`src/rtl/oacs_pkg.sv`:
```
// ============================================================================
// oacs_pkg
// Shared widths, codes and types for the obstacle-avoidance command selector.
// ============================================================================
package oacs_pkg;

  localparam int RANGE_W   = 16;
  localparam int DIST_W    = 16;
  localparam int TIME_W    = 32;
  localparam int MASK_W    = 5;
  localparam int CMD_W     = 4;
  localparam int CFG_IDX_W = 3;
  localparam int CFG_DAT_W = 16;

  // Bit positions in the whisker mask.
  localparam int MB_LEFT_SIDE  = 4;
  localparam int MB_LEFT_BOW   = 3;
  localparam int MB_AHEAD      = 2;
  localparam int MB_RIGHT_BOW  = 1;
  localparam int MB_RIGHT_SIDE = 0;

  localparam logic [MASK_W-1:0] MASK_ONLY_LEFT_SIDE  = MASK_W'(1) << MB_LEFT_SIDE;
  localparam logic [MASK_W-1:0] MASK_ONLY_RIGHT_SIDE = MASK_W'(1) << MB_RIGHT_SIDE;

  typedef enum logic [CFG_IDX_W-1:0] {
    CFG_SIDE_TRIP  = 3'd0,
    CFG_BOW_TRIP   = 3'd1,
    CFG_AHEAD_TRIP = 3'd2,
    CFG_DANGER     = 3'd3,
    CFG_MANEUVER   = 3'd4
  } cfg_idx_t;

  typedef enum logic [CMD_W-1:0] {
    CMD_EASY_FWD     = 4'd0,
    CMD_BACK_CW      = 4'd1,
    CMD_BACK_CCW     = 4'd2,
    CMD_BACK         = 4'd3,
    CMD_FWD          = 4'd4,
    CMD_TWIST_RIGHT  = 4'd5,
    CMD_SWERVE_RIGHT = 4'd6,
    CMD_SWERVE_LEFT  = 4'd7,
    CMD_EASE_RIGHT   = 4'd8,
    CMD_EASE_LEFT    = 4'd9
  } cmd_t;

  typedef struct packed {
    logic               left_bumper;
    logic               right_bumper;
    logic [RANGE_W-1:0] range_left_side;
    logic [RANGE_W-1:0] range_left_bow;
    logic [RANGE_W-1:0] range_ahead;
    logic [RANGE_W-1:0] range_right_bow;
    logic [RANGE_W-1:0] range_right_side;
    logic [TIME_W-1:0]  now_ms;
  } in_item_t;

  typedef struct packed {
    cmd_t              command;
    logic [MASK_W-1:0] whisker_mask;
    logic              danger_flag;
  } out_item_t;

  typedef struct packed {
    logic [DIST_W-1:0] side_trip_distance;
    logic [DIST_W-1:0] bow_trip_distance;
    logic [DIST_W-1:0] ahead_trip_distance;
    logic [DIST_W-1:0] danger_distance;
    logic [DIST_W-1:0] maneuver_time_ms;
  } cfg_regs_t;

  typedef struct packed {
    logic [TIME_W-1:0] maneuver_end;
    logic              left_latched;
    logic              right_latched;
  } bump_state_t;

endpackage

```
`src/rtl/oacs_ifs.sv`:
```
// ============================================================================
// oacs channel interfaces
// Valid/ready channels for input beats, result beats and register writes.
// ============================================================================
interface oacs_in_if;
  logic                        valid;
  logic                        ready;
  logic                        left_bumper;
  logic                        right_bumper;
  logic [oacs_pkg::RANGE_W-1:0] range_left_side;
  logic [oacs_pkg::RANGE_W-1:0] range_left_bow;
  logic [oacs_pkg::RANGE_W-1:0] range_ahead;
  logic [oacs_pkg::RANGE_W-1:0] range_right_bow;
  logic [oacs_pkg::RANGE_W-1:0] range_right_side;
  logic [oacs_pkg::TIME_W-1:0]  now_ms;

  modport source (
    output valid, left_bumper, right_bumper, range_left_side, range_left_bow,
           range_ahead, range_right_bow, range_right_side, now_ms,
    input  ready
  );
  modport sink (
    input  valid, left_bumper, right_bumper, range_left_side, range_left_bow,
           range_ahead, range_right_bow, range_right_side, now_ms,
    output ready
  );
endinterface

interface oacs_out_if;
  logic                        valid;
  logic                        ready;
  logic [oacs_pkg::CMD_W-1:0]  command;
  logic [oacs_pkg::MASK_W-1:0] whisker_mask;
  logic                        danger_flag;

  modport source (output valid, command, whisker_mask, danger_flag, input ready);
  modport sink   (input valid, command, whisker_mask, danger_flag, output ready);
endinterface

interface oacs_cfg_if;
  logic                           valid;
  logic                           ready;
  logic [oacs_pkg::CFG_IDX_W-1:0] index;
  logic [oacs_pkg::CFG_DAT_W-1:0] data;

  modport source (output valid, index, data, input ready);
  modport sink   (input valid, index, data, output ready);
endinterface

```
`src/rtl/obstacle_avoid_command_select_unit.sv`:
```
// ============================================================================
// obstacle_avoid_command_select_unit
// Picks a drive command from bumpers, five range readings and the time.
// ============================================================================
//
//   channel | role    | beat carries
//   --------+---------+---------------------------------------------------
//   in_ch   | sink    | two bumper flags, five ranges, millisecond time
//   out_ch  | source  | command code, whisker mask, danger flag
//   cfg_ch  | sink    | register index and 16-bit value (always ready)
//
// Every beat is accepted into the input register, and moves on through the
// decision logic into the output register when that register may load. A
// new beat is accepted every cycle while the result side drains.
// The bump state (end time and the two latches) is updated as a beat moves
// from the input register to the output register, so beats see it in order.
// Reset (synchronous, active low) clears both stage valids, the bump state
// and all configuration registers. A stalled output holds its beat and,
// through the ready chain, stops the input register from moving on.
//
module obstacle_avoid_command_select_unit (
  input logic       clk,
  input logic       rst_n,
  oacs_in_if.sink   in_ch,
  oacs_out_if.source out_ch,
  oacs_cfg_if.sink  cfg_ch
);
  import oacs_pkg::*;

  cfg_regs_t   cfg_r;
  bump_state_t state_r;
  bump_state_t state_nxt;
  in_item_t    in_item;
  in_item_t    s1_item_r;
  logic        s1_valid_r;
  out_item_t   result;
  out_item_t   out_item_r;
  logic        out_valid_r;
  logic        out_load;
  logic        advance;

  // Configuration writes are always taken; unknown indexes are dropped.
  assign cfg_ch.ready = 1'b1;

  always_ff @(posedge clk) begin
    if (!rst_n) begin
      cfg_r <= '0;
    end else if (cfg_ch.valid) begin
      unique case (cfg_idx_t'(cfg_ch.index))
        CFG_SIDE_TRIP:  cfg_r.side_trip_distance  <= cfg_ch.data;
        CFG_BOW_TRIP:   cfg_r.bow_trip_distance   <= cfg_ch.data;
        CFG_AHEAD_TRIP: cfg_r.ahead_trip_distance <= cfg_ch.data;
        CFG_DANGER:     cfg_r.danger_distance     <= cfg_ch.data;
        CFG_MANEUVER:   cfg_r.maneuver_time_ms    <= cfg_ch.data;
        default: ;
      endcase
    end
  end

  assign in_item = '{
    left_bumper:      in_ch.left_bumper,
    right_bumper:     in_ch.right_bumper,
    range_left_side:  in_ch.range_left_side,
    range_left_bow:   in_ch.range_left_bow,
    range_ahead:      in_ch.range_ahead,
    range_right_bow:  in_ch.range_right_bow,
    range_right_side: in_ch.range_right_side,
    now_ms:           in_ch.now_ms
  };

  // The output register may load when empty or when its beat is being taken;
  // the input register may load when empty or when it is moving on.
  assign out_load    = !out_valid_r || out_ch.ready;
  assign advance     = s1_valid_r && out_load;
  assign in_ch.ready = !s1_valid_r || out_load;

  oacs_decide u_decide (
    .item      (s1_item_r),
    .cfg       (cfg_r),
    .state     (state_r),
    .result    (result),
    .state_nxt (state_nxt)
  );

  always_ff @(posedge clk) begin
    if (!rst_n) begin
      s1_valid_r  <= 1'b0;
      out_valid_r <= 1'b0;
      state_r     <= '0;
    end else begin
      if (in_ch.ready) begin
        s1_valid_r <= in_ch.valid;
      end
      if (out_load) begin
        out_valid_r <= s1_valid_r;
      end
      if (advance) begin
        state_r <= state_nxt;
      end
    end
  end

  always_ff @(posedge clk) begin
    if (in_ch.valid && in_ch.ready) begin
      s1_item_r <= in_item;
    end
    if (advance) begin
      out_item_r <= result;
    end
  end

  assign out_ch.valid        = out_valid_r;
  assign out_ch.command      = out_item_r.command;
  assign out_ch.whisker_mask = out_item_r.whisker_mask;
  assign out_ch.danger_flag  = out_item_r.danger_flag;

`ifndef SYNTHESIS
  // A clockwise back-off is only shown while the left latch is held.
  a_back_cw_latched : assert property (@(posedge clk) disable iff (!rst_n)
    (out_valid_r && out_item_r.command == CMD_BACK_CW) |-> state_r.left_latched)
    else $error("back cw command without left latch");

  // A beat leaving the input register appears at the output next cycle.
  a_advance_fills_out : assert property (@(posedge clk) disable iff (!rst_n)
    advance |=> out_valid_r)
    else $error("advanced beat lost");

  // Danger close gives back away unless a bump maneuver is running.
  a_danger_backs : assert property (@(posedge clk) disable iff (!rst_n)
    (out_valid_r && out_item_r.danger_flag &&
     !(out_item_r.command == CMD_BACK_CW || out_item_r.command == CMD_BACK_CCW))
    |-> out_item_r.command == CMD_BACK)
    else $error("danger without back command");

  // The bump state only moves with a beat.
  a_state_holds : assert property (@(posedge clk) disable iff (!rst_n)
    !advance |=> $stable(state_r))
    else $error("bump state changed without a beat");
`endif

endmodule

```
`src/rtl/oacs_decide.sv`:
```
// ============================================================================
// oacs_decide
// Range comparisons, bump latch update and priority command choice.
// ============================================================================
module oacs_decide (
  input  oacs_pkg::in_item_t    item,
  input  oacs_pkg::cfg_regs_t   cfg,
  input  oacs_pkg::bump_state_t state,
  output oacs_pkg::out_item_t   result,
  output oacs_pkg::bump_state_t state_nxt
);
  import oacs_pkg::*;

  logic [MASK_W-1:0] mask;
  logic              danger;
  logic              bump;
  logic [TIME_W-1:0] end_time;
  logic              left_set;
  logic              right_set;
  logic              expired;
  logic              active;
  cmd_t              cmd;

  always_comb begin
    mask                = '0;
    mask[MB_LEFT_SIDE]  = item.range_left_side  < cfg.side_trip_distance;
    mask[MB_LEFT_BOW]   = item.range_left_bow   < cfg.bow_trip_distance;
    mask[MB_AHEAD]      = item.range_ahead      < cfg.ahead_trip_distance;
    mask[MB_RIGHT_BOW]  = item.range_right_bow  < cfg.bow_trip_distance;
    mask[MB_RIGHT_SIDE] = item.range_right_side < cfg.side_trip_distance;
  end

  assign danger = (item.range_ahead     < cfg.danger_distance) ||
                  (item.range_right_bow < cfg.danger_distance) ||
                  (item.range_left_bow  < cfg.danger_distance);

  // The left bumper wins when both are pressed.
  assign bump      = item.left_bumper || item.right_bumper;
  assign end_time  = bump ? item.now_ms + TIME_W'(cfg.maneuver_time_ms)
                          : state.maneuver_end;
  assign left_set  = item.left_bumper || state.left_latched;
  assign right_set = (!item.left_bumper && item.right_bumper) || state.right_latched;
  assign expired   = item.now_ms > end_time;
  assign active    = item.now_ms < end_time;

  assign state_nxt.maneuver_end  = end_time;
  assign state_nxt.left_latched  = left_set  && !expired;
  assign state_nxt.right_latched = right_set && !expired;

  always_comb begin
    if (active && state_nxt.left_latched) begin
      cmd = CMD_BACK_CW;
    end else if (active && state_nxt.right_latched) begin
      cmd = CMD_BACK_CCW;
    end else if (danger) begin
      cmd = CMD_BACK;
    end else if (mask == '0) begin
      cmd = CMD_FWD;
    end else if (mask[MB_AHEAD]) begin
      cmd = CMD_TWIST_RIGHT;
    end else if (mask[MB_LEFT_BOW]) begin
      cmd = CMD_SWERVE_RIGHT;
    end else if (mask[MB_RIGHT_BOW]) begin
      cmd = CMD_SWERVE_LEFT;
    end else if (mask == MASK_ONLY_LEFT_SIDE) begin
      cmd = CMD_EASE_RIGHT;
    end else if (mask == MASK_ONLY_RIGHT_SIDE) begin
      cmd = CMD_EASE_LEFT;
    end else begin
      cmd = CMD_EASY_FWD;
    end
  end

  assign result.command      = cmd;
  assign result.whisker_mask = mask;
  assign result.danger_flag  = danger;

endmodule

```
`src/flat_wrapper.sv`:
```
// flat-port wrapper written by rule: the top's interface ports become plain ports
module obstacle_avoid_command_select_unit_flat import oacs_pkg::*;
  (clk, rst_n, in_ch_valid, in_ch_left_bumper, in_ch_right_bumper, in_ch_range_left_side, in_ch_range_left_bow, in_ch_range_ahead, in_ch_range_right_bow, in_ch_range_right_side, in_ch_now_ms, in_ch_ready, out_ch_valid, out_ch_command, out_ch_whisker_mask, out_ch_danger_flag, out_ch_ready, cfg_ch_valid, cfg_ch_index, cfg_ch_data, cfg_ch_ready);
  oacs_in_if in_ch_i ();
  oacs_out_if out_ch_i ();
  oacs_cfg_if cfg_ch_i ();
  input logic clk;
  input logic rst_n;
  input wire logic [$bits(in_ch_i.valid)-1:0] in_ch_valid;
  input wire logic [$bits(in_ch_i.left_bumper)-1:0] in_ch_left_bumper;
  input wire logic [$bits(in_ch_i.right_bumper)-1:0] in_ch_right_bumper;
  input wire logic [$bits(in_ch_i.range_left_side)-1:0] in_ch_range_left_side;
  input wire logic [$bits(in_ch_i.range_left_bow)-1:0] in_ch_range_left_bow;
  input wire logic [$bits(in_ch_i.range_ahead)-1:0] in_ch_range_ahead;
  input wire logic [$bits(in_ch_i.range_right_bow)-1:0] in_ch_range_right_bow;
  input wire logic [$bits(in_ch_i.range_right_side)-1:0] in_ch_range_right_side;
  input wire logic [$bits(in_ch_i.now_ms)-1:0] in_ch_now_ms;
  output wire logic [$bits(in_ch_i.ready)-1:0] in_ch_ready;
  output wire logic [$bits(out_ch_i.valid)-1:0] out_ch_valid;
  output wire logic [$bits(out_ch_i.command)-1:0] out_ch_command;
  output wire logic [$bits(out_ch_i.whisker_mask)-1:0] out_ch_whisker_mask;
  output wire logic [$bits(out_ch_i.danger_flag)-1:0] out_ch_danger_flag;
  input wire logic [$bits(out_ch_i.ready)-1:0] out_ch_ready;
  input wire logic [$bits(cfg_ch_i.valid)-1:0] cfg_ch_valid;
  input wire logic [$bits(cfg_ch_i.index)-1:0] cfg_ch_index;
  input wire logic [$bits(cfg_ch_i.data)-1:0] cfg_ch_data;
  output wire logic [$bits(cfg_ch_i.ready)-1:0] cfg_ch_ready;
  assign in_ch_i.valid = in_ch_valid;
  assign in_ch_i.left_bumper = in_ch_left_bumper;
  assign in_ch_i.right_bumper = in_ch_right_bumper;
  assign in_ch_i.range_left_side = in_ch_range_left_side;
  assign in_ch_i.range_left_bow = in_ch_range_left_bow;
  assign in_ch_i.range_ahead = in_ch_range_ahead;
  assign in_ch_i.range_right_bow = in_ch_range_right_bow;
  assign in_ch_i.range_right_side = in_ch_range_right_side;
  assign in_ch_i.now_ms = in_ch_now_ms;
  assign in_ch_ready = in_ch_i.ready;
  assign out_ch_valid = out_ch_i.valid;
  assign out_ch_command = out_ch_i.command;
  assign out_ch_whisker_mask = out_ch_i.whisker_mask;
  assign out_ch_danger_flag = out_ch_i.danger_flag;
  assign out_ch_i.ready = out_ch_ready;
  assign cfg_ch_i.valid = cfg_ch_valid;
  assign cfg_ch_i.index = cfg_ch_index;
  assign cfg_ch_i.data = cfg_ch_data;
  assign cfg_ch_ready = cfg_ch_i.ready;
  obstacle_avoid_command_select_unit u_core (.clk(clk), .rst_n(rst_n), .in_ch(in_ch_i), .out_ch(out_ch_i), .cfg_ch(cfg_ch_i));
endmodule
```
`config.mk`:
```
export PLATFORM = sky130hd
export DESIGN_NAME = obstacle_avoid_command_select_unit_flat
export DESIGN_NICKNAME = d
export VERILOG_FILES = /design/src/rtl/oacs_pkg.sv /design/src/rtl/oacs_ifs.sv /design/src/rtl/obstacle_avoid_command_select_unit.sv /design/src/rtl/oacs_decide.sv /design/src/flat_wrapper.sv
export SDC_FILE = /design/constraint.sdc
export NUM_CORES = 1
export LEC_CHECK = 0
export BUFFER_PORTS_ARGS = -buffer_cell sky130_fd_sc_hd__buf_2
export CORE_UTILIZATION = 50
export DETAILED_ROUTE_END_ITERATION = 10
export GPL_TIMING_DRIVEN = 0
export PLACE_DENSITY_LB_ADDON = 0.05
export SETUP_SLACK_MARGIN = 0.5
export SLEW_MARGIN = 20
export SYNTH_ARGS = -nofsm -noshare
export SYNTH_HDL_FRONTEND = slang
export SYNTH_HIERARCHICAL = 1
export SYNTH_SLANG_ARGS = --single-unit
```
`constraint.sdc`:
```
create_clock -name clk -period 5.96 [get_ports clk]
set_input_delay 0.298 -clock clk [delete_from_list [all_inputs] [get_ports clk]]
set_output_delay 0.298 -clock clk [all_outputs]
set_load 0.05 [all_outputs]
```
# Yosys cells after proc, flatten, opt, wreduce, memory -nomap -nowiden
# Index checks and enable logic that the tools add are counted.
word_totals:
  input_bits: 138
  register_bits: 240
  output_inout_bits: 13
op_classes:
  n_addsub: 1
  n_reduce_logical: 27
  order_cmp: 10
  eq_ne: 6
  muxes: 9
op_table:
  columns: ["op", "count"]
  rows:
  - ["< comparator 16 bit", 8]
  - ["adder 32 x 16 -> 32 bit", 1]
  - ["> comparator 32 bit", 1]
  - ["< comparator 32 bit", 1]
  - ["2-to-1 mux 32 bit", 1]
  - ["2-to-1 mux 3 bit", 4]
  - ["AND reduction 2 bit", 5]
  - ["2-to-1 mux 4 bit", 2]
  - ["logical AND 1 bit", 7]
  - ["logical OR 1 bit", 7]
  - ["OR reduction 7 bit", 1]
  - ["== test 3 x 2 -> 1 bit, second input constant", 2]
  - ["== test 5 x 1 -> 1 bit, second input constant", 1]
  - ["== test 5 bit, second input constant", 1]
  - ["logical NOT 5 bit", 1]
  - ["logical NOT 1 bit", 4]
  - ["2-to-1 mux 2 bit", 2]
  - ["== test 3 x 1 -> 1 bit, second input constant", 1]
  - ["== test 3 bit, second input constant", 1]
  - ["logical NOT 3 bit", 1]
  - ["OR reduction 3 bit", 1]

# Depth between registers and ports, before layout
logic_depth:
  depth_word: 10
  mapped_depth: 21
  mapped_depth_nobuf: 21

# Cells and area by module
# Netlist, hierarchy kept.
modules_own_cells:
  columns: ["mod", "cells_each", "n_inst", "seq_area_each_um2", "area_per_inst_um2"]
  rows:
  - ["obstacle_avoid_command_select_unit", 570, 1, 6045.8, 7928.9]
  - ["oacs_decide", 690, 1, 0.0, 5107.4]

# Least setup slack after synthesis
# No wires, ideal clock.
synth_timing:
  kind: "register -> register"
  startpoint: "register u_core.out_valid_r (netlist: u_core/out_ch.valid)"
  endpoint: "register u_core/s1_item_r[0] in the netlist's numbering, enable pin"
  setup_ns: 0.486
  stages_incl_launch_ff: 4
  path_slack_ns: 1.699
  arrival_ns: 3.776
  path_cell_list: "dfxtp_1 nor2b_1 nand2_1 and2_1"
synth_via:
  elab_chain_cells: 4
synth_lines:
  columns: ["element", "line_no", "rtl"]
  rows:
  - ["start: declaration", "obstacle_avoid_command_select_unit.sv:38", "logic out_valid_r;"]
  - ["start signal: assignment", "obstacle_avoid_command_select_unit.sv:95", "out_valid_r <= s1_valid_r;"]
  - ["logical NOT 1 bit", "obstacle_avoid_command_select_unit.sv:73", "assign out_load = !out_valid_r || out_ch.ready;"]
  - ["logical OR 1 bit", "obstacle_avoid_command_select_unit.sv:73", null]
  - ["logical OR 1 bit", "obstacle_avoid_command_select_unit.sv:75", "assign in_ch.ready = !s1_valid_r || out_load;"]
  - ["via in_ch_ready", "flat_wrapper.sv:18", "output wire logic [$bits(in_ch_i.ready)-1:0] in_ch_ready;"]
  - ["logical AND 1 bit", "obstacle_avoid_command_select_unit.sv:104", "if (in_ch.valid && in_ch.ready) begin"]
  - ["end signal: assignment", "obstacle_avoid_command_select_unit.sv:105", "s1_item_r <= in_item;"]
  - ["end: declaration", "obstacle_avoid_command_select_unit.sv:34", "in_item_t s1_item_r;"]
# The timed path passes the listed nets, and every way through them passes these cells.
# A chain may end at the register's enable or synchronous reset.

# Worst setup path after layout
layout_timing:
  startpoint: "register u_core/s1_item_r[0] in the netlist's numbering"
  endpoint: "register u_core.out_item_r, in the netlist u_core/out_ch.command[1], data pin"
layout_via:
  elab_chain_cells: 7
layout_lines:
  columns: ["element", "line_no", "rtl"]
  rows:
  - ["adder 32 x 16 -> 32 bit", "oacs_decide.sv:39", "assign end_time = bump ? item.now_ms + TIME_W'(cfg.maneuver_time_ms)"]
  - ["2-to-1 mux 32 bit", "oacs_decide.sv:39", null]
  - ["> comparator 32 bit", "oacs_decide.sv:43", "assign expired = item.now_ms > end_time;"]
  - ["logical NOT 1 bit", "oacs_decide.sv:47, oacs_decide.sv:48", null]
  - ["logical AND 1 bit", "oacs_decide.sv:48", "assign state_nxt.right_latched = right_set && !expired;"]
  - ["logical AND 1 bit", "oacs_decide.sv:53", "end else if (active && state_nxt.right_latched) begin"]
  - ["2-to-1 mux 2 bit", "oacs_decide.sv:53", null]
  - ["end signal: assignment", "obstacle_avoid_command_select_unit.sv:108", "out_item_r <= result;"]
  - ["end: declaration", "obstacle_avoid_command_select_unit.sv:37", "out_item_t out_item_r;"]
# Parallel ways exist; a longest one is shown, timed or not.

==> run_results.csv <==
group,metric,value,unit
worst_setup_path,critPathMaxFanout,8,
placed_design,port_buffers,148,
logic_synthesis,synthTopCellsByArea,"edfxtp_1 (29%), dfxtp_1 (18%), ha_1 (16%)",
pwr,comb_power_share,13.3,%
logic_synthesis,ys_seq_area_share,46.4,%
run,drv_cap,0,
sta,rsz0062_at_grt,"false",
clocking,clockRootBuffer,"clkbuf_16",
cells_and_area,fillers,2129,
sta,setup_viol,0,
pwr,p_per_area,256,nW/µm²
detailed_routing,post-route-drc-count,0,
worst_setup_path,endpoint_kind,"flip-flop",
logic_synthesis,synth-seq-cells,240,
floorplan,rows,58,
grt,grtUsageMet3,3.10,%
sta,max_slew_margin,50.6,%
sta,tightestPinTransition,0.738,ns
logic_synthesis,synthArstFlopShare,0,%
placed_design,hpwl,23800,µm
sta,fin_skew,0.0118,ns
cells_and_area,final_common_cell,"ha_1",
worst_setup_path,worstPathArrival,5.30,ns
sta,fin_crit_sh,84.0,%
logic_synthesis,ys_types,65,
logic_synthesis,netlist_area,13000,µm²
logic_synthesis,synth_edf_count,124,
sta,whs,0.130,ns
floorplan,core-area,25400,µm²
grt,antenna_found_initial,0,
pwr,leakage,6.49,nW
worst_setup_path,critPathBufInv,0,
sta,fin_tns_setup,0,ns
logic_synthesis,synth_flop_cell,"edfxtp_1",
grt,gr-total-overflow,0,
placed_design,place_congestion,0.889,
pwr,p_switching,0.00105,W
pwr,p_int,0.00314,W
cells_and_area,n_antenna_cell,0,
logic_synthesis,synth_top_cell_area_share,28.6,%
grt,grt_pass1_vias,10011,
sta,final-hold-violation-count,0,
grt,grt_max_degree,60,
detailed_routing,viasPerCell,5.38,
detailed_routing,postRouteAntennaNets,0,
cells_and_area,final_nets,1862,
cells_and_area,drive_gt1_share,16.7,%
grt,gr-max-usage-layer,"met2",
pwr,p_clk_share,41.9,%
outcome,status,"finished clean",
worst_setup_path,cpPeakStageDelay,0.45,ns
logic_synthesis,synth_cells,1260,
logic_synthesis,synth_fp_nets,1567,
floorplan,dieArea,26700,µm²
sta,finalCriticalPeriod,5.01,ns
detailed_routing,via_count,10264,
detailed_routing,wire_per_inst,16.9,µm
logic_synthesis,yosysWarnings,6,
clocking,cts_tree,"built",
worst_setup_path,slowest_stage,"edfxtp_1",
pwr,irDropWorstVdd,275,µV
grt,use_met2,43.1,%
sta,final-max-slew-violation-count,0,
detailed_routing,drt-total-wl,32300,µm
grt,grt_use_met1,31.5,%
sta,fmax,200,MHz
clocking,clock_latency,0.54,ns
worst_setup_path,worst_setup_path_start_kind,"flip-flop",
worst_setup_path,required,6.25,ns
detailed_routing,drtPass1Iterations,5,
worst_setup_path,worst-setup-path-type,"flip-flop to flip-flop",
floorplan,fp.dieH,163,µm
worst_setup_path,crit_family,"simple AND/OR/NAND/NOR gates",
cells_and_area,layout_common_cells,"ha_1 (168), buf_2 (153), nand2_1 (137)",
logic_synthesis,avgSynthCellArea,10.3,µm²
floorplan,start_util,51.3,%
detailed_routing,drt_first_iter_violations,610,
clocking,postCtsSetupBuffers,0,
worst_setup_path,crit_chain,"ha_1, fa_1, a211oi_1, nor2_2, o21ai_2, o211ai_2, nand4_1, a21oi_1, xnor2_1, o21a_1, ha_1, nand3_1, or3_1, nor4_1, a21oi_1, nor2b_1, o31a_1",
grt,grt_pass1_wl,51000,µm
cells_and_area,areaGrowthSynthToFinish,25.4,%
clocking,numCtsBuffers,28,
pwr,p_sw_share,25.0,%
worst_hold_path,hp-class,"input pin to flip-flop",
logic_synthesis,synth_largest_area_cell,"edfxtp_1",
clocking,htree_levels,1,
floorplan,num_io_pins,151,
grt,grt_usage,24.4,%
clocking,clock_path_buffers,3,
clocking,cts_sinks,240,
floorplan,die_w,163,µm
pwr,power_frac_seq,44.8,%
clocking,clkTransAtPathRegs,0.06,ns
kinds of logic after synthesis:
kind of cell    count (synthesis)  synth area share [%]
compound gates                300                  14.3
xor+xnor                       28                  1.88
fa+ha+maj                     169                  16.3
buf+inv                       134                  4.32
flops                         240                  46.4
mux                            47                  3.70
other cells                     1                0.0288
simple gates                  341                  13.1
per-stage QoR:
stage	instances	area (µm²)	setup slack (ns)	utilization, %	total power, W
6_report	1907	16400	0.955	64.4	0.00418
5_1_grt	1907	16400	0.657	64.4	0.00436
4_1_cts	1907	16400	0.935	64.4	0.00422
3_5_place_dp	1740	14200	0.975	56.1	0.00240
3_3_place_gp	1738	14200	0.984	55.9	0.00239
2_1_floorplan	1260	13000	1.70	-	0.00223
final cells by class:
class / count / area, µm² / area share [%]
Multi-Input combinational cell: 886 / 6430 / 39.3
Sequential cell: 240 / 6050 / 37.0
Timing Repair Buffer: 265 / 1940 / 11.9
Clock buffer: 33 / 772 / 4.72
Tap cell: 330 / 413 / 2.53
Inverter: 87 / 327 / 2.00
Buffer: 47 / 236 / 1.45
Clock inverter: 19 / 188 / 1.15
registers in the layout (all words and copies together), names as in the netlist:
register and cells:
u_core/state_r 34, u_core/s1_valid_r 1, u_core/s1_item_r 114, u_core/out_ch.command 4, u_core/out_ch.whisker_mask 5, u_core/out_ch.danger_flag 1, u_core/cfg_r 80, u_core/out_ch.valid 1
power groups by stage:
stage | Sequential (W) | Combinational [W] | Clock (W)
global route | 0.00188 | 0.000626 | 0.00185
detailed placement | 0.00191 | 0.000493 | 0
finish | 0.00187 | 0.000555 | 0.00175
floorplan | 0.00191 | 0.000324 | 0
CTS | 0.00187 | 0.000554 | 0.00180
global placement | 0.00191 | 0.000477 | 0
worst register-to-register path, stage by stage (launching register included):
cell and delay [ns]:
edfxtp_1 0.45, ha_1 0.26, fa_1 0.43, a211oi_1 0.27, nor2_2 0.10, o21ai_2 0.27, o211ai_2 0.16, nand4_1 0.39
a21oi_1 0.15, xnor2_1 0.17, o21a_1 0.18, ha_1 0.29, nand3_1 0.09, or3_1 0.43, nor4_1 0.43, a21oi_1 0.23
nor2b_1 0.18, o31a_1 0.28
final timing paths:
path | cells after the start | slack [ns] | to | start
worst max-delay path | 17 | 0.95 | u_core/out_ch.command[1] | u_core/s1_item_r[0]
worst min-delay path | 3 | 0.13 | u_core/out_ch.valid | out_ch_ready
worst max register to register | 17 | 0.95 | u_core/out_ch.command[1] | u_core/s1_item_r[0]
worst min register to register | 2 | 0.46 | u_core/state_r[8] | u_core/state_r[8]
metal layers:
layer	vias to the layer above	share of wire [%]
met5	-	0
met1	4801	45
met3	49	4.0
met2	229	49
met4	0	2.0
li1	5185	-
synthesized netlist by cell type (all sizes together) (11+ instances only):
| cell | number |
|---|---|
| nor2b | 11 |
| nand2 | 137 |
| buf | 16 |
| o21a | 24 |
| inv | 87 |
| a21oi | 73 |
| dfxtp | 116 |
| clkbuf | 31 |
| a21o | 25 |
| edfxtp | 124 |
| xnor2 | 25 |
| mux2i | 37 |
| nand4 | 19 |
| ha | 168 |
| nand3 | 93 |
| nor2 | 31 |
| o21ai | 129 |
what timing repair did:
action,4_1_cts,5_1_grt
hold endpoints to repair,115,0
gates resized for setup,0,0
hold buffers,115,0
No activity file was read; power rests on OpenSTA's default activity.
